**src/rtl/core/h264fu_pkg.sv**
```systemverilog
`default_nettype none
// ---------------------------------------------------------------------------
// h264fu_pkg
// Types and constants shared by the RTP FU-A packetizer modules.
// ---------------------------------------------------------------------------
package h264fu_pkg;

  localparam int LENGTH_BITS_DEF = 24;
  localparam int QUEUE_DEPTH_DEF = 4;

  localparam logic [7:0] RTP_V2     = 8'h80;
  localparam logic [7:0] NRI_MASK   = 8'h60;
  localparam logic [7:0] TYPE_MASK  = 8'h1f;
  localparam logic [7:0] FU_A_TYPE  = 8'd28;
  localparam logic [7:0] FU_S_BIT   = 8'h80;
  localparam logic [7:0] FU_E_BIT   = 8'h40;
  localparam logic [6:0] PT_MASK    = 7'h7f;
  localparam logic [7:0] BYTE_MASK  = 8'hff;

  // byte offsets inside a packet prefix
  localparam logic [3:0] POS_FU_IND = 4'd12;
  localparam logic [3:0] POS_FU_HDR = 4'd13;
  localparam logic [3:0] POS_DATA   = 4'd14;

  typedef enum logic [1:0] {
    REG_SSRC = 2'd0,
    REG_PT   = 2'd1,
    REG_MAXP = 2'd2,
    REG_FSEQ = 2'd3
  } reg_idx_t;

  typedef struct packed {
    logic [7:0]  data_byte;
    logic [23:0] nalu_length;
    logic [31:0] media_timestamp;
    logic        access_unit_end;
  } in_item_t;

  typedef struct packed {
    logic [7:0] out_byte;
    logic       packet_last;
  } out_item_t;

  typedef struct packed {
    logic [31:0] sync_source_id;
    logic [6:0]  rtp_pt;
    logic [10:0] max_payload;
    logic [15:0] first_sequence;
    logic        seq_load;
  } cfg_t;

  // one queued transfer job: optional RTP header, optional FU bytes, one data byte
  typedef struct packed {
    logic [7:0]  data_byte;
    logic        last;
    logic        hdr;
    logic        fu;
    logic        mark;
    logic [7:0]  fu_ind;
    logic [7:0]  fu_hdr;
    logic [15:0] seq;
    logic [31:0] ts;
  } job_t;

endpackage
`default_nettype wire

```
**src/rtl/core/h264fu_regs.sv**
```systemverilog
`default_nettype none
// ---------------------------------------------------------------------------
// h264fu_regs
// APB-style register file: SSRC, payload type, max payload, first sequence.
// ---------------------------------------------------------------------------
module h264fu_regs
  import h264fu_pkg::*;
(
  input  wire logic        clk,
  input  wire logic        rst_n,
  input  wire logic        cfg_psel,
  input  wire logic        cfg_penable,
  input  wire logic        cfg_pwrite,
  input  wire logic [3:0]  cfg_paddr,
  input  wire logic [31:0] cfg_pwdata,
  output logic [31:0]      cfg_prdata,
  output logic             cfg_pready,
  output cfg_t             cfg
);

  logic [31:0] ssrc_r, ssrc_nxt;
  logic [6:0]  pt_r, pt_nxt;
  logic [10:0] maxp_r, maxp_nxt;
  logic [15:0] fseq_r, fseq_nxt;
  logic        load_nxt;
  logic        wr;
  reg_idx_t    idx;

  assign cfg_pready = 1'b1;
  assign wr  = cfg_psel & cfg_penable & cfg_pwrite;
  assign idx = reg_idx_t'(cfg_paddr[3:2]);

  always_comb begin
    ssrc_nxt = ssrc_r;
    pt_nxt   = pt_r;
    maxp_nxt = maxp_r;
    fseq_nxt = fseq_r;
    load_nxt = 1'b0;
    if (wr) begin
      case (idx)
        REG_SSRC: ssrc_nxt = cfg_pwdata;
        REG_PT:   pt_nxt   = cfg_pwdata[6:0] & PT_MASK;
        REG_MAXP: maxp_nxt = cfg_pwdata[10:0];
        REG_FSEQ: begin
          fseq_nxt = cfg_pwdata[15:0];
          load_nxt = 1'b1;
        end
        default: ;
      endcase
    end
  end

  always_comb begin
    case (idx)
      REG_SSRC: cfg_prdata = ssrc_r;
      REG_PT:   cfg_prdata = {25'd0, pt_r};
      REG_MAXP: cfg_prdata = {21'd0, maxp_r};
      REG_FSEQ: cfg_prdata = {16'd0, fseq_r};
      default:  cfg_prdata = '0;
    endcase
  end

  always_ff @(posedge clk) begin
    if (!rst_n) begin
      ssrc_r <= '0;
      pt_r   <= 7'd96;
      maxp_r <= 11'd1200;
      fseq_r <= '0;
    end else begin
      ssrc_r <= ssrc_nxt;
      pt_r   <= pt_nxt;
      maxp_r <= maxp_nxt;
      fseq_r <= fseq_nxt;
    end
  end

  // counter reload reaches the front at the write edge itself
  assign cfg.sync_source_id = ssrc_r;
  assign cfg.rtp_pt         = pt_r;
  assign cfg.max_payload    = maxp_r;
  assign cfg.first_sequence = fseq_nxt;
  assign cfg.seq_load       = load_nxt;

endmodule
`default_nettype wire

```
**src/rtl/core/h264fu_front.sv**
```systemverilog
`default_nettype none
// ---------------------------------------------------------------------------
// h264fu_front
// Classifies each NAL byte, tracks unit/fragment state, builds queue jobs.
// ---------------------------------------------------------------------------
module h264fu_front
  import h264fu_pkg::*;
#(
  parameter int LENGTH_BITS = LENGTH_BITS_DEF
) (
  input  wire logic     clk,
  input  wire logic     rst_n,
  input  wire cfg_t     cfg,
  input  wire logic     accept,
  input  wire in_item_t in_data,
  output logic          push,
  output job_t          job
);

  logic [LENGTH_BITS-1:0] rem_r, rem_nxt;
  logic [10:0]            chunk_r, chunk_nxt;
  logic                   frag_r, frag_nxt;
  logic [7:0]             nal_r, nal_nxt;
  logic [31:0]            ts_r, ts_nxt;
  logic                   mark_r, mark_nxt;
  logic                   first_r, first_nxt;
  logic [10:0]            size_r, size_nxt;
  logic [15:0]            seq_r, seq_nxt;

  logic [LENGTH_BITS-1:0] len_w, len0, rem_dec;
  logic [10:0]            size_in, chunk_inc;
  logic                   last_frag, seq_inc;

  always_comb begin
    len_w     = LENGTH_BITS'(in_data.nalu_length);
    len0      = (len_w == '0) ? LENGTH_BITS'(1) : len_w;
    size_in   = (cfg.max_payload == '0) ? 11'd1 : cfg.max_payload;
    rem_dec   = rem_r - LENGTH_BITS'(1);
    chunk_inc = chunk_r + 11'd1;
    last_frag = rem_r <= LENGTH_BITS'(size_r);

    rem_nxt   = rem_r;
    chunk_nxt = chunk_r;
    frag_nxt  = frag_r;
    nal_nxt   = nal_r;
    ts_nxt    = ts_r;
    mark_nxt  = mark_r;
    first_nxt = first_r;
    size_nxt  = size_r;
    seq_inc   = 1'b0;
    push      = 1'b0;

    job.data_byte = in_data.data_byte & BYTE_MASK;
    job.last      = 1'b0;
    job.hdr       = 1'b0;
    job.fu        = 1'b0;
    job.mark      = 1'b0;
    job.fu_ind    = (nal_r & NRI_MASK) | FU_A_TYPE;
    job.fu_hdr    = (nal_r & TYPE_MASK) | (first_r ? FU_S_BIT : 8'h00)
                    | (last_frag ? FU_E_BIT : 8'h00);
    job.seq       = seq_r;
    job.ts        = ts_r;

    if (accept) begin
      if (rem_r == '0) begin
        // first byte of a unit
        ts_nxt    = in_data.media_timestamp;
        mark_nxt  = in_data.access_unit_end;
        nal_nxt   = in_data.data_byte;
        size_nxt  = size_in;
        rem_nxt   = len0 - LENGTH_BITS'(1);
        chunk_nxt = '0;
        if (len0 <= LENGTH_BITS'(size_in)) begin
          frag_nxt = 1'b0;
          push     = 1'b1;
          seq_inc  = 1'b1;
          job.hdr  = 1'b1;
          job.mark = in_data.access_unit_end;
          job.ts   = in_data.media_timestamp;
          job.last = (len0 == LENGTH_BITS'(1));
        end else begin
          frag_nxt  = 1'b1;
          first_nxt = 1'b1;
        end
      end else begin
        rem_nxt = rem_dec;
        push    = 1'b1;
        if (!frag_r) begin
          job.last = (rem_dec == '0);
        end else begin
          if (chunk_r == '0) begin
            job.hdr   = 1'b1;
            job.fu    = 1'b1;
            job.mark  = mark_r & last_frag;
            seq_inc   = 1'b1;
            first_nxt = 1'b0;
          end
          if (chunk_inc >= size_r || rem_dec == '0) begin
            chunk_nxt = '0;
            job.last  = 1'b1;
          end else begin
            chunk_nxt = chunk_inc;
          end
        end
      end
    end

    if (cfg.seq_load) begin
      seq_nxt = cfg.first_sequence;
    end else if (seq_inc) begin
      seq_nxt = seq_r + 16'd1;
    end else begin
      seq_nxt = seq_r;
    end
  end

  always_ff @(posedge clk) begin
    if (!rst_n) begin
      rem_r   <= '0;
      chunk_r <= '0;
      frag_r  <= 1'b0;
      nal_r   <= '0;
      ts_r    <= '0;
      mark_r  <= 1'b0;
      first_r <= 1'b0;
      size_r  <= '0;
      seq_r   <= '0;
    end else begin
      rem_r   <= rem_nxt;
      chunk_r <= chunk_nxt;
      frag_r  <= frag_nxt;
      nal_r   <= nal_nxt;
      ts_r    <= ts_nxt;
      mark_r  <= mark_nxt;
      first_r <= first_nxt;
      size_r  <= size_nxt;
      seq_r   <= seq_nxt;
    end
  end

`ifndef ASSERT_OFF
  // an open fragment implies fragment mode with bytes still to come
  a_chunk_open: assert property (@(posedge clk) disable iff (!rst_n)
    (chunk_r != '0) |-> (frag_r && rem_r != '0))
    else $error("open fragment outside fragment mode");
`endif

endmodule
`default_nettype wire

```
**src/rtl/core/h264fu_queue.sv**
```systemverilog
`default_nettype none
// ---------------------------------------------------------------------------
// h264fu_queue
// Small register FIFO of jobs between front and back.
// ---------------------------------------------------------------------------
module h264fu_queue
  import h264fu_pkg::*;
#(
  parameter int QUEUE_DEPTH = QUEUE_DEPTH_DEF
) (
  input  wire logic clk,
  input  wire logic rst_n,
  input  wire logic push,
  input  wire job_t push_job,
  input  wire logic pop,
  output logic      full,
  output logic      head_valid,
  output job_t      head_job
);

  localparam int PW = (QUEUE_DEPTH > 1) ? $clog2(QUEUE_DEPTH) : 1;
  localparam int CW = $clog2(QUEUE_DEPTH + 1);

  job_t          mem_r [QUEUE_DEPTH];
  logic [PW-1:0] wptr_r, wptr_nxt, rptr_r, rptr_nxt;
  logic [CW-1:0] count_r, count_nxt;

  assign full       = (count_r == CW'(QUEUE_DEPTH));
  assign head_valid = (count_r != '0);
  assign head_job   = mem_r[rptr_r];

  always_comb begin
    wptr_nxt  = wptr_r;
    rptr_nxt  = rptr_r;
    count_nxt = count_r;
    if (push) begin
      wptr_nxt = (wptr_r == PW'(QUEUE_DEPTH - 1)) ? '0 : wptr_r + PW'(1);
    end
    if (pop) begin
      rptr_nxt = (rptr_r == PW'(QUEUE_DEPTH - 1)) ? '0 : rptr_r + PW'(1);
    end
    if (push && !pop) begin
      count_nxt = count_r + CW'(1);
    end else if (pop && !push) begin
      count_nxt = count_r - CW'(1);
    end
  end

  always_ff @(posedge clk) begin
    if (push) begin
      mem_r[wptr_r] <= push_job;
    end
  end

  always_ff @(posedge clk) begin
    if (!rst_n) begin
      wptr_r  <= '0;
      rptr_r  <= '0;
      count_r <= '0;
    end else begin
      wptr_r  <= wptr_nxt;
      rptr_r  <= rptr_nxt;
      count_r <= count_nxt;
    end
  end

`ifndef ASSERT_OFF
  a_no_overflow: assert property (@(posedge clk) disable iff (!rst_n)
    push |-> (!full || pop))
    else $error("queue overflow");
  a_no_underflow: assert property (@(posedge clk) disable iff (!rst_n)
    pop |-> head_valid)
    else $error("queue underflow");
`endif

endmodule
`default_nettype wire

```
**src/rtl/core/h264fu_back.sv**
```systemverilog
`default_nettype none
// ---------------------------------------------------------------------------
// h264fu_back
// Serializes queued jobs into packet bytes through an output register.
// ---------------------------------------------------------------------------
module h264fu_back
  import h264fu_pkg::*;
(
  input  wire logic clk,
  input  wire logic rst_n,
  input  wire cfg_t cfg,
  input  wire logic head_valid,
  input  wire job_t head_job,
  output logic      pop,
  output logic      out_valid,
  input  wire logic out_ready,
  output out_item_t out_data
);

  logic [3:0] pos_r, pos_nxt;
  logic       ov_r, ov_nxt;
  logic [7:0] ob_r, ob_nxt;
  logic       ol_r, ol_nxt;
  logic       load, is_data;
  logic [7:0] cur_byte;

  assign load = !ov_r || out_ready;

  always_comb begin
    is_data = !head_job.hdr || (pos_r == POS_FU_IND && !head_job.fu)
              || (pos_r == POS_DATA);
    if (!head_job.hdr) begin
      cur_byte = head_job.data_byte;
    end else begin
      case (pos_r)
        4'd0:       cur_byte = RTP_V2;
        4'd1:       cur_byte = {head_job.mark, cfg.rtp_pt & PT_MASK};
        4'd2:       cur_byte = head_job.seq[15:8];
        4'd3:       cur_byte = head_job.seq[7:0];
        4'd4:       cur_byte = head_job.ts[31:24];
        4'd5:       cur_byte = head_job.ts[23:16];
        4'd6:       cur_byte = head_job.ts[15:8];
        4'd7:       cur_byte = head_job.ts[7:0];
        4'd8:       cur_byte = cfg.sync_source_id[31:24];
        4'd9:       cur_byte = cfg.sync_source_id[23:16];
        4'd10:      cur_byte = cfg.sync_source_id[15:8];
        4'd11:      cur_byte = cfg.sync_source_id[7:0];
        POS_FU_IND: cur_byte = head_job.fu ? head_job.fu_ind : head_job.data_byte;
        POS_FU_HDR: cur_byte = head_job.fu_hdr;
        default:    cur_byte = head_job.data_byte;
      endcase
    end
  end

  always_comb begin
    pos_nxt = pos_r;
    ov_nxt  = ov_r;
    ob_nxt  = ob_r;
    ol_nxt  = ol_r;
    pop     = 1'b0;
    if (load) begin
      ov_nxt = head_valid;
      if (head_valid) begin
        ob_nxt  = cur_byte;
        ol_nxt  = is_data & head_job.last;
        pop     = is_data;
        pos_nxt = is_data ? 4'd0 : pos_r + 4'd1;
      end
    end
  end

  always_ff @(posedge clk) begin
    if (!rst_n) begin
      pos_r <= '0;
      ov_r  <= 1'b0;
    end else begin
      pos_r <= pos_nxt;
      ov_r  <= ov_nxt;
    end
  end

  always_ff @(posedge clk) begin
    ob_r <= ob_nxt;
    ol_r <= ol_nxt;
  end

  assign out_valid            = ov_r;
  assign out_data.out_byte    = ob_r;
  assign out_data.packet_last = ol_r;

`ifndef ASSERT_OFF
  // mid-job the job must still sit at the queue head
  a_job_held: assert property (@(posedge clk) disable iff (!rst_n)
    (pos_r != 4'd0) |-> head_valid)
    else $error("job left queue before its data byte");
`endif

endmodule
`default_nettype wire

```
**src/rtl/core/h264_rtp_fu_a_packetizer.sv**
```systemverilog
`default_nettype none
// ---------------------------------------------------------------------------
// h264_rtp_fu_a_packetizer
// H.264 NAL unit to RTP packet byte stream, single packet or FU-A fragments.
// ---------------------------------------------------------------------------
//
//  channel | ports                          | transfer when
//  --------+--------------------------------+------------------------------
//  input   | in_valid in_ready in_data      | in_valid & in_ready
//  output  | out_valid out_ready out_data   | out_valid & out_ready
//  config  | cfg_psel .. cfg_pready (APB)   | psel & penable & pwrite
//
//  Each payload byte is one queue job. A job that opens a packet is preceded
//  by the 12 RTP header bytes, plus FU indicator and FU header for an FU-A
//  fragment, all emitted by the back end's byte serializer. The unit's NAL
//  header byte of a fragmented unit is absorbed with no output.
//  Reset is synchronous and active low; no clearing pass.
//  The job queue decouples sides: input stalls only when the queue is full,
//  output stalls hold the output register while the front keeps filling.
//
module h264_rtp_fu_a_packetizer
  import h264fu_pkg::*;
#(
  parameter int LENGTH_BITS = LENGTH_BITS_DEF,
  parameter int QUEUE_DEPTH = QUEUE_DEPTH_DEF
) (
  input  wire logic        clk,
  input  wire logic        rst_n,
  input  wire logic        in_valid,
  output logic             in_ready,
  input  wire in_item_t    in_data,
  output logic             out_valid,
  input  wire logic        out_ready,
  output out_item_t        out_data,
  input  wire logic        cfg_psel,
  input  wire logic        cfg_penable,
  input  wire logic        cfg_pwrite,
  input  wire logic [3:0]  cfg_paddr,
  input  wire logic [31:0] cfg_pwdata,
  output logic [31:0]      cfg_prdata,
  output logic             cfg_pready
);

  cfg_t cfg;
  job_t push_job, head_job;
  logic push, pop, full, head_valid, accept;

  // queue full is the only reason to refuse a byte
  assign in_ready = !full;
  assign accept   = in_valid & in_ready;

  h264fu_regs u_regs (
    .clk         (clk),
    .rst_n       (rst_n),
    .cfg_psel    (cfg_psel),
    .cfg_penable (cfg_penable),
    .cfg_pwrite  (cfg_pwrite),
    .cfg_paddr   (cfg_paddr),
    .cfg_pwdata  (cfg_pwdata),
    .cfg_prdata  (cfg_prdata),
    .cfg_pready  (cfg_pready),
    .cfg         (cfg)
  );

  // front: unit/fragment bookkeeping, sequence numbering, job build
  h264fu_front #(
    .LENGTH_BITS (LENGTH_BITS)
  ) u_front (
    .clk     (clk),
    .rst_n   (rst_n),
    .cfg     (cfg),
    .accept  (accept),
    .in_data (in_data),
    .push    (push),
    .job     (push_job)
  );

  h264fu_queue #(
    .QUEUE_DEPTH (QUEUE_DEPTH)
  ) u_queue (
    .clk        (clk),
    .rst_n      (rst_n),
    .push       (push),
    .push_job   (push_job),
    .pop        (pop),
    .full       (full),
    .head_valid (head_valid),
    .head_job   (head_job)
  );

  // back: expands each job into header, FU bytes and the data byte
  h264fu_back u_back (
    .clk        (clk),
    .rst_n      (rst_n),
    .cfg        (cfg),
    .head_valid (head_valid),
    .head_job   (head_job),
    .pop        (pop),
    .out_valid  (out_valid),
    .out_ready  (out_ready),
    .out_data   (out_data)
  );

endmodule
`default_nettype wire
```
**config.mk**
```make
export PLATFORM = sky130hd
export DESIGN_NAME = h264_rtp_fu_a_packetizer
export DESIGN_NICKNAME = d
export VERILOG_FILES = /design/src/rtl/core/h264fu_pkg.sv /design/src/rtl/core/h264fu_regs.sv /design/src/rtl/core/h264fu_front.sv /design/src/rtl/core/h264fu_queue.sv /design/src/rtl/core/h264fu_back.sv /design/src/rtl/core/h264_rtp_fu_a_packetizer.sv
export SDC_FILE = /design/constraint.sdc
export NUM_CORES = 1
export LEC_CHECK = 0
export BUFFER_PORTS_ARGS = -buffer_cell sky130_fd_sc_hd__buf_2
export CAP_MARGIN = 25
export CORE_MARGIN = 10
export CORE_UTILIZATION = 40
export DETAILED_ROUTE_END_ITERATION = 10
export GPL_ROUTABILITY_DRIVEN = 1
export PLACE_DENSITY_LB_ADDON = 0.1
export SETUP_SLACK_MARGIN = 0.2
export SYNTH_ARGS = -nofsm -noshare
export SYNTH_HDL_FRONTEND = slang
export SYNTH_SLANG_ARGS = --single-unit
```
**constraint.sdc**
```tcl
create_clock -name clk -period 12.4 [get_ports clk]
set_clock_uncertainty 0.2 [all_clocks]
set_input_delay 2.48 -clock clk [delete_from_list [all_inputs] [get_ports clk]]
set_output_delay 2.48 -clock clk [all_outputs]
set_load 0.02 [all_outputs]
```
### Word-level counts from Yosys, hierarchy flattened

Memory sizes are Yosys's and may differ from the RTL's. A register that Yosys moved wholly into a read port is not among the register bits.
Index checks and enable logic that the tools add are counted.

| cells by class | value |
|---|---|
| add/sub/neg operators | 9 |
| eq/ne operators | 22 |
| magnitude comparators | 3 |
| bitwise gates (word level) | 7 |
| reduce and logical (&&, ||, !) cells | 32 |
| mux-type cells | 54 |

Operators with widths:

| operator | count |
|---|---|
| one-hot mux 32 bit (4 select lines) | 1 |
| one-hot mux 8 bit (14 select lines) | 1 |
| two-way mux 32 bit | 3 |
| logical NOT 24 bit | 3 |
| two-way mux 16 bit | 4 |
| <= comparator 24 x 11 -> 1 bit | 2 |
| two-way mux 24 bit | 2 |
| subtractor 24 x 1 -> 24 bit (second input constant) | 2 |
| two-way mux 11 bit | 4 |
| equality test 4 bit (second input constant) | 7 |
| equality test 24 x 1 -> 1 bit (second input constant) | 1 |
| two-way mux 8 bit | 3 |
| two-way mux 1 bit | 23 |
| logical NOT 11 bit | 2 |
| adder 16 x 1 -> 16 bit (second input constant) | 1 |
| equality test 4 x 3 -> 1 bit (second input constant) | 4 |
| two-way mux 2 bit | 6 |
| two-way mux 3 bit | 4 |
| AND reduction 2 bit | 6 |
| adder 11 x 1 -> 11 bit (second input constant) | 1 |
| >= comparator 11 bit | 1 |
| equality test 2 bit (second input constant) | 4 |
| equality test 4 x 2 -> 1 bit (second input constant) | 2 |
| two-way mux 4 bit | 2 |
| other kinds (20) | 38 |

| storage, ports and cells | value |
|---|---|
| register bits after elaboration | 191 |
| memories | 1 |
| logic and storage cells | 148 |
| memory bits (writable) | 280 |
| input port bits | 108 |
| output and inout port bits | 44 |

Memories:

| memory | depth | width | rd ports | clocked after Yosys merged registers in | wr ports | line | text |
|---|---|---|---|---|---|---|---|
| u_queue.mem_r | 4 | 70 | 1 | 1 | 1 | h264fu_queue.sv:24 | `job_t mem_r [QUEUE_DEPTH];` |

### Logic depth before layout (Yosys ltp)

Gate-level depths: netlist (run 1).

| depth | value |
|---|---|
| word-level depth | 10 |
| depth in mapped cells | 18 |
| depth with buffers taken out | 17 |

### By module

Synthesis (run 1) repeated with hierarchy kept, for this count alone.

| second synthesis, totals | value |
|---|---|
| cell total of the unflattened synthesis | 1,886 |
| area total of the unflattened synthesis | 23,422.5 µm² |

Modules (own cells, without submodules):

| module | cells an instance | sequential area each (µm²) | times used | area each (µm²) |
|---|---|---|---|---|
| h264fu_queue | 441 | 9,308.9 | 1 | 11,469.8 |
| h264fu_front | 920 | 2,082.0 | 1 | 7,141.8 |
| h264fu_regs | 330 | 1,321.3 | 1 | 3,183.1 |
| h264fu_back | 193 | 370.4 | 1 | 1,617.8 |
| h264_rtp_fu_a_packetizer | 2 | 0.0 | 1 | 10.0 |

### Worst setup path before layout (run 1)

OpenSTA, ideal clock, no wires.

| timing path | value |
|---|---|
| path type | in2reg |
| start | input port in_data[50] in the netlist's numbering |
| end | memory u_queue.mem_r[0][0] in the netlist's numbering (enable) |
| path slack | 4,718 ps |
| stages on the path | 13 |
| data required time | 11,765 ps |
| setup time | 435 ps |
| path buffers | 1 |
| arrival | 7,048 ps |
| cell sequence | or4_1 -> nor4_2 -> and3_1 -> a21oi_1 -> ha_1 -> nand4_1 -> nor3_1 -> a21oi_1 -> o22ai_1 -> and2_1 -> o21a_1 -> clkbuf_1 -> and2_1 |

| between the ends | value |
|---|---|
| word-level cells in the longest chain between the ends | 8 |

RTL lines:

| item | line | text |
|---|---|---|
| start: declaration | h264_rtp_fu_a_packetizer.sv:31 | `input wire in_item_t in_data,` |
| logical NOT 24 bit | h264fu_front.sv:36 | `len0 = (len_w == '0) ? LENGTH_BITS'(1) : len_w;` |
| two-way mux 24 bit (*) | h264fu_front.sv:36 |  |
| <= comparator 24 x 11 -> 1 bit (*) | h264fu_front.sv:73 | `if (len0 <= LENGTH_BITS'(size_in)) begin` |
| two-way mux 1 bit (*) | h264fu_front.sv:73 |  |
| two-way mux 1 bit (*) | h264fu_front.sv:65 | `if (rem_r == '0) begin` |
| two-way mux 1 bit (*) | h264fu_front.sv:64 | `if (accept) begin` |
| via push | h264_rtp_fu_a_packetizer.sv:46 | `logic push, pop, full, head_valid, accept;` |
| two-way mux 1 bit (*) | h264fu_queue.sv:50 | `if (push) begin` |
| two-way mux 1 bit (implied by the code) (*) | h264fu_queue.sv:51 | `mem_r[wptr_r] <= push_job;` |
| end: declaration | h264fu_queue.sv:24 |  |

The timed path passes the listed nets; every way through them passes the cells marked *.

### Worst setup path after layout (run 1)

| timing path | value |
|---|---|
| start | input port in_data[50] in the netlist's numbering |
| end | memory u_queue.mem_r[1][13] in the netlist's numbering (enable) |

| between the ends | value |
|---|---|
| word-level cells in the longest chain between the ends | 8 |

RTL lines:

| item | line |
|---|---|
| logical NOT 24 bit | h264fu_front.sv:36 |
| two-way mux 24 bit (*) | h264fu_front.sv:36 |
| <= comparator 24 x 11 -> 1 bit (*) | h264fu_front.sv:73 |
| two-way mux 1 bit (*) | h264fu_front.sv:73 |
| two-way mux 1 bit (*) | h264fu_front.sv:65 |
| two-way mux 1 bit (*) | h264fu_front.sv:64 |
| two-way mux 1 bit (*) | h264fu_queue.sv:50 |
| two-way mux 1 bit (implied by the code) (*) | h264fu_queue.sv:51 |

Every way passes the cells marked *; elsewhere a longest branch is shown, timed or not.

==> results of run 1 <==
[logic make-up after synthesis]
logic type	Yosys count	synth area share [%]
xor+xnor	47	1.96
simple gates	546	12.4
other cells	1	0.0179
compound gates	338	9.84
buf+inv	161	3.04
flops	469	58.4
mux	138	11.3
fa+ha+maj	51	3.08
[sequential cells by signal, summed over array words and instances, names as in the netlist, named ones only]
| register | cells |
|---|---|
| u_regs.fseq_r | 16 |
| u_back.ob_r | 8 |
| u_back.pos_r | 4 |
| u_front.rem_r | 24 |
| u_queue.count_r | 3 |
| u_front.seq_r | 16 |
| u_queue.wptr_r | 2 |
| u_front.nal_r | 7 |
| u_back.out_valid | 1 |
| u_front.ts_r | 32 |
| u_queue.rptr_r | 2 |
| u_regs.ssrc_r | 32 |
| u_front.mark_r | 1 |
| u_front.size_r | 11 |
| u_queue.mem_r | 276 |
| u_back.ol_r | 1 |
| u_front.first_r | 1 |
| u_front.frag_r | 1 |
| u_regs.pt_r | 7 |
| u_front.chunk_r | 11 |
| u_regs.maxp_r | 11 |
[cell type report]
type / instances / area, um^2 / share of cell area, %
Antenna cell: 1 / 2.50 / 0.0104
Clock buffer: 75 / 1470 / 6.12
Clock inverter: 21 / 223 / 0.925
Inverter: 45 / 171 / 0.712
Multi-Input combinational cell: 1121 / 8110 / 33.7
Sequential cell: 469 / 12200 / 50.9
Tap cell: 680 / 851 / 3.54
Timing Repair Buffer: 178 / 983 / 4.09
[power breakdown]
group          total, mW  switching [mW]  leakage (nW)  internal, mW
Clock               1.54           0.614         0.838         0.924
Combinational       1.58           0.947          3.37         0.633
Sequential          2.19           0.165          4.20          2.03
Total               5.31            1.73          8.41          3.58
[worst reg2reg max path: stages, from the launching register on]
cell and delay (ns):
dfxtp_1 0.45, nor4_1 0.09, a41o_1 0.28, ha_1 0.28
nand4_1 0.10, nor3_1 0.17, a21oi_1 0.06, o22ai_1 0.41
and2_1 0.33, o21a_1 0.35, and2_4 0.47, buf_4 0.64
[per-layer routing]
layer / routed length [um] / vias up
li1: - / 6730
met1: 25500 / 7161
met2: 28100 / 312
met3: 2370 / 88
met4: 1550 / 0
met5: 0 / -
[cell usage after synthesis (9+ instances only)]
master	number
a211oi_1	14
a21oi_1	175
a22o_1	25
a22oi_1	10
and2_1	28
and3_1	9
buf_1	14
clkbuf_1	91
dfxtp_1	184
edfxtp_1	285
ha_1	50
inv_1	45
mux2_2	37
mux2i_1	26
mux4_2	75
nand2_1	275
nand3_1	35
nand4_1	13
nor2_1	68
nor3_1	28
nor4_1	20
o21ai_0	48
o22ai_1	11
or3_1	14
xnor2_1	28
xor2_1	19
[how the worst max path moves through the flow]
stage,startpoint,to,slack [ns],cells after the start
floorplan,in_data[50],u_queue.mem_r[0][0],4.72,13
global placement,in_data[50],u_queue.mem_r[0][1],4.73,15
detailed placement,in_data[50],u_queue.mem_r[2][63],4.66,15
CTS,in_data[50],u_queue.mem_r[2][9],5.28,15
global route,in_data[50],u_queue.mem_r[3][13],5.02,15
finish,in_data[50],u_queue.mem_r[1][13],5.38,15
[through the flow]
| stage | area, um^2 | cells |
|---|---|---|
| 3_3_place_gp | 22300 | 2490 |
| 5_1_grt | 24100 | 2590 |
| 6_report | 24100 | 2590 |
| 4_1_cts | 24100 | 2589 |
| 3_5_place_dp | 22400 | 2493 |
| 2_1_floorplan | 21000 | 1751 |
==> reports/qor.csv, run 1 <==
stage,metric,value,unit
outcome,status,finished clean,
sta,worst slew pin tran,0.969,ns
worst_setup_path,reg2reg setup slack,8.10,ns
logic_synthesis,Synth Warn #,0,
cells_and_area,most frequent cells in the layout,"285 x edfxtp_1, 274 x nand2_1, 182 x dfxtp_1",
worst_setup_path,Critical R2R Launch,u_regs.maxp_r[2],
clock_network,Clock Path Buffers,3,
worst_setup_path,RR Endpoint,u_queue.mem_r[1][13],
global_routing,number of global-route vias before repair,14330,
cells_and_area,area grow syn2layout,14.8,%
sta,minimum clock period,7.02,ns
worst_setup_path,crit path buf inv count,3,
hold_path,Hold Path Sink,u_front.ts_r[14],
clock_network,CTS Buf Count,52,
power,Final Power,5.31,mW
flow_run,max cap viols,0,
clock_network,H-tree depth,2,
cells_and_area,"commonest non-fill, non-tap cell in the layout",edfxtp_1,
logic_synthesis,cell area after synthesis,0.0210,mm^2
global_routing,met1 GRT Util,23.6,%
global_routing,largest net degree at the start of global routing,85,
worst_setup_path,critical-path cell list,buf_2 -> or4_1 -> nor4_2 -> buf_4 -> and3_1 -> a21oi_1 -> ha_1 -> nand4_1 -> nor3_1 -> a21oi_1 -> o22ai_1 -> and2_1 -> o21a_1 -> and2_4 -> buf_4,
logic_synthesis,asr flop ratio synth,0,%
hold_path,min-delay src,u_front.ts_r[14],
cells_and_area,share of cells above drive strength 1,20.8,%
hold_path,worst hold path type,reg -> reg,
logic_synthesis,"Seq/Total Area, Yosys",58.4,%
worst_setup_path,Crit-path slowest cell,buf_4,
placement,post-DP HPWL,38600,um
global_routing,met3 usage,2.76,%
logic_synthesis,ranking of synthesized cells by area,"edfxtp_1 41%, dfxtp_1 18%, mux4_2 8.1%",
detailed_routing,Starting DRT DRC Count,996,
sta,fin crit share,56.6,%
global_routing,GRT Util Overall,18.0,%
global_routing,most crowded layer after global routing,met2,
worst_setup_path,CP Capture Type,flip-flop,
worst_setup_path,"Max FO, Critical Path",45,
floorplanning,chip width,249,um
worst_setup_path,WS Path Type,in -> reg,
cells_and_area,Layout Nets,2026,
sta,Slew headroom,34.7,%
floorplanning,IO Count,152,
clock_network,worst skew pair latency,0.58,ns
hold_path,worst hold stages,2,
detailed_routing,DR vias/cell,5.52,
sta,final slew viol count,0,
clock_network,Post CTS Setup Buffer Count,0,
global_routing,first-pass GRT wire length,88200,um
power,LEAKAGE,8.41,nW
worst_setup_path,type of origin of the critical path,input port,
logic_synthesis,syn nets,1910,
clock_network,CTS tree,done,
global_routing,antenna violations before repair,1,
placement,final weighted congestion of routability-driven global placement,0.839,
floorplanning,core area,0.0516,mm^2
detailed_routing,total number of vias,14291,
detailed_routing,drt wl/cell,22.2,um
worst_setup_path,"Req. time, crit path",12.40,ns
logic_synthesis,Synth Register Bits,469,
clock_network,Worst-path clk slew,0.05,ns
detailed_routing,drt pass-1 iters,5,
global_routing,grt total ovfl,0,
clock_network,CTS Sinks,469,
logic_synthesis,area share of the largest cell type after synthesis,40.8,%
logic_synthesis,Yosys cell types,71,
sta,Fmax,142,MHz
worst_setup_path,"delay-heaviest family, CP",simple AND/OR/NAND/NOR gates,
worst_setup_path,Worst path max stage delay,0.64,ns
power,IR Drop Worst-Case VDD,128,uV
sta,unrepaired setup endpoints after global routing,no,
worst_setup_path,R2R cell count,11,
sta,Final WS setup,5.38,ns
logic_synthesis,Post-synth EDFFs,285,
logic_synthesis,post-synth top area cell,edfxtp_1,
floorplanning,Die Height,249,um
floorplanning,die area,0.0620,mm^2
cells_and_area,fin util,46.6,%
logic_synthesis,post-synthesis cell count,1751,
sta,final hold viol count,0,
global_routing,M2 GR Usage,30.0,%
placement,port bufs,148,
clock_network,post_cts resized,0,
sta,final setup vio count,0,
detailed_routing,final antenna-violating net count,0,
cells_and_area,# fillers,4725,
placement,pre-CTS WS,4.66,ns
worst_setup_path,crit path DAT,7.02,ns
logic_synthesis,"Top FF cell, synth",edfxtp_1,
floorplanning,initial core utilization,40.6,%
sta,Fin Hold WS,0.251,ns
logic_synthesis,Mapped Avg Cell Area,12.0,um^2
sta,TNS Setup,0,ns
detailed_routing,DRT Wirelength,57500,um
floorplanning,num rows,83,
power,P per Cell Area,221,mW/mm^2
clock_network,Root Buffer,clkbuf_16,
clock_network,"Hold-fix buffers, CTS",0,
detailed_routing,DRC errors left,0,
Note: power is estimated with default switching activity, not from simulation.
==> run 2: changes to the inputs <==
==> constraint.sdc (replaced) <==
create_clock -name clk -period 5.9 [get_ports clk]
set_clock_uncertainty 0.2 [all_clocks]
set_input_delay 1.18 -clock clk [delete_from_list [all_inputs] [get_ports clk]]
set_output_delay 1.18 -clock clk [all_outputs]
set_load 0.02 [all_outputs]
==> run 2 against run 1 <==
  * Routed wire length is 1.8% higher
  * Sequential power is 110% higher
  * Core utilization is 0.34 points higher
  * Global-route usage is 0.37 points higher
  * Critical endpoint is now u_queue.count_r[2]
  * Largest cell class unchanged
  * Largest power group unchanged
==> reports/qor.csv, run 2 (same netlist as run 1, synthesis figures left out) <==
stage,metric,value,unit
outcome,status,finished clean,
sta,unrepaired setup endpoints after global routing,no,
worst_setup_path,"Max FO, Critical Path",6,
cells_and_area,fin util,47.0,%
clock_network,CTS tree,done,
placement,port bufs,148,
cells_and_area,most frequent cells in the layout,"285 x edfxtp_1, 274 x nand2_1, 182 x dfxtp_1",
clock_network,"Hold-fix buffers, CTS",0,
cells_and_area,# fillers,4650,
worst_setup_path,crit path DAT,5.26,ns
power,LEAKAGE,8.49,nW
cells_and_area,Ant. Diodes,0,
flow_run,max cap viols,0,
sta,Slew headroom,44.0,%
worst_setup_path,"delay-heaviest family, CP",simple AND/OR/NAND/NOR gates,
floorplanning,chip width,249,um
detailed_routing,WL met2,28800,um
global_routing,GRT Util Overall,18.4,%
global_routing,grt total ovfl,0,
detailed_routing,drt wl/cell,22.5,um
hold_path,worst hold path type,reg -> reg,
worst_setup_path,crit path buf inv count,4,
floorplanning,num rows,83,
global_routing,antenna violations before repair,2,
placement,pre-CTS WS,0.360,ns
sta,final hold viol count,0,
worst_setup_path,cell mode on critical path,a21oi_1,
worst_setup_path,Worst path max stage delay,0.62,ns
cells_and_area,share of cells above drive strength 1,21.5,%
worst_setup_path,Crit-path slowest cell,or4_1,
global_routing,number of global-route vias before repair,14248,
sta,final slew viol count,0,
sta,TNS Setup,0,ns
sta,worst slew pin tran,0.840,ns
worst_setup_path,stages on the worst setup path,20,
placement,post-DP HPWL,39500,um
clock_network,CTS Sinks,469,
global_routing,largest net degree at the start of global routing,88,
detailed_routing,DR vias/cell,5.53,
detailed_routing,DRT Wirelength,58500,um
global_routing,first-pass GRT wire length,89700,um
cells_and_area,"commonest non-fill, non-tap cell in the layout",edfxtp_1,
power,Final Power,11.1,mW
cells_and_area,Layout Nets,2037,
sta,fin crit share,84.1,%
power,IR Drop Worst-Case VDD,231,uV
clock_network,worst skew pair latency,0.59,ns
floorplanning,IO Count,152,
placement,final weighted congestion of routability-driven global placement,0.847,
clock_network,Post CTS Setup Buffer Count,0,
cells_and_area,Largest Register,u_queue.mem_r,
cells_and_area,Top Registers,"u_queue.mem_r x276, u_front.ts_r x32, u_regs.ssrc_r x32",
worst_setup_path,crit path from,in_data[50],
power,P per Cell Area,459,mW/mm^2
clock_network,H-tree depth,2,
worst_setup_path,R2R cell count,10,
worst_setup_path,"Req. time, crit path",6.20,ns
detailed_routing,Max Used Layer,met4,
clock_network,Worst-path clk slew,0.06,ns
sta,Final WS setup,0.936,ns
sta,minimum clock period,4.96,ns
placement,dpl cells,2507,
detailed_routing,drt pass-1 iters,5,
floorplanning,core area,0.0516,mm^2
worst_setup_path,RR Endpoint,u_queue.count_r[2],
worst_setup_path,Critical Path End,u_queue.count_r[2],
detailed_routing,Starting DRT DRC Count,1059,
detailed_routing,final antenna-violating net count,0,
floorplanning,initial core utilization,40.6,%
worst_setup_path,critical-path cell list,buf_2 -> or4_1 -> nor4_2 -> buf_4 -> and3_1 -> a21oi_1 -> ha_1 -> nand4_1 -> nor3_1 -> a21oi_1 -> o22ai_1 -> buf_4 -> and2_1 -> o21a_1 -> ha_1 -> inv_1 -> fa_1 -> xor2_1 -> or3_1 -> a21oi_1,
clock_network,post_cts resized,0,
worst_setup_path,reg2reg setup slack,2.17,ns
worst_setup_path,CP Capture Type,flip-flop,
cells_and_area,Largest register FFs,276,
clock_network,Clock Path Buffers,3,
floorplanning,Die Height,249,um
detailed_routing,DRC errors left,0,
worst_setup_path,WS Path Type,in -> reg,
floorplanning,die area,0.0620,mm^2
clock_network,Root Buffer,clkbuf_16,
cells_and_area,area grow syn2layout,15.6,%
sta,final setup vio count,0,
worst_setup_path,type of origin of the critical path,input port,
sta,Fmax,201,MHz
detailed_routing,M1 wire length,26500,um
clock_network,CTS Buf Count,49,
detailed_routing,met3 wire length,2360,um
detailed_routing,total number of vias,14360,
cells_and_area,final non-filler cell total,2599,
[run 2: area by class of cell]
cell class | count | area (um^2) | share of cell area, %
clock buffers | 69 | 1430 | 5.88
multi-input cells | 1121 | 8110 | 33.5
well taps | 680 | 851 | 3.51
inverters | 45 | 171 | 0.707
repair buffers | 192 | 1260 | 5.21
clock inverters | 23 | 168 | 0.692
flip-flops and latches | 469 | 12200 | 50.5
[run 2: routing by layer]
metal	vias to the layer above	global-route usage, %
met5	-	0
met4	0	4.36
met3	64	2.23
met2	316	30.7
met1	7228	25.0
li1	6752	-
[run 2: worst min-delay path, stage by stage, from the launching register on]
cell     delay [ns]
dfxtp_1        0.30
nand2_1        0.05
a21oi_1        0.05
[run 2: how the worst min path moves through the flow]
stage	startpoint	depth (start not counted)	end
global route	u_front.ts_r[29]	2	u_front.ts_r[29]
global placement	u_regs.fseq_r[1]	2	u_regs.fseq_r[1]
CTS	u_front.ts_r[5]	2	u_front.ts_r[5]
finish	u_front.ts_r[9]	2	u_front.ts_r[9]
detailed placement	u_front.ts_r[5]	2	u_front.ts_r[5]
floorplan	u_regs.fseq_r[0]	2	u_regs.fseq_r[0]
[run 2: power by group]
group	internal [mW]	switching, mW
combinational	1.42	2.05
clock	1.77	1.29
sequential	4.25	0.349
total	7.44	3.69
[run 2: stage by stage]
stage	hold WS [ns]	area [um^2]
after floorplan	0.233	21000
after global placement	0.238	22600
after detailed placement	0.244	22600
after CTS	0.252	24200
after global routing	0.265	24200
final	0.253	24200
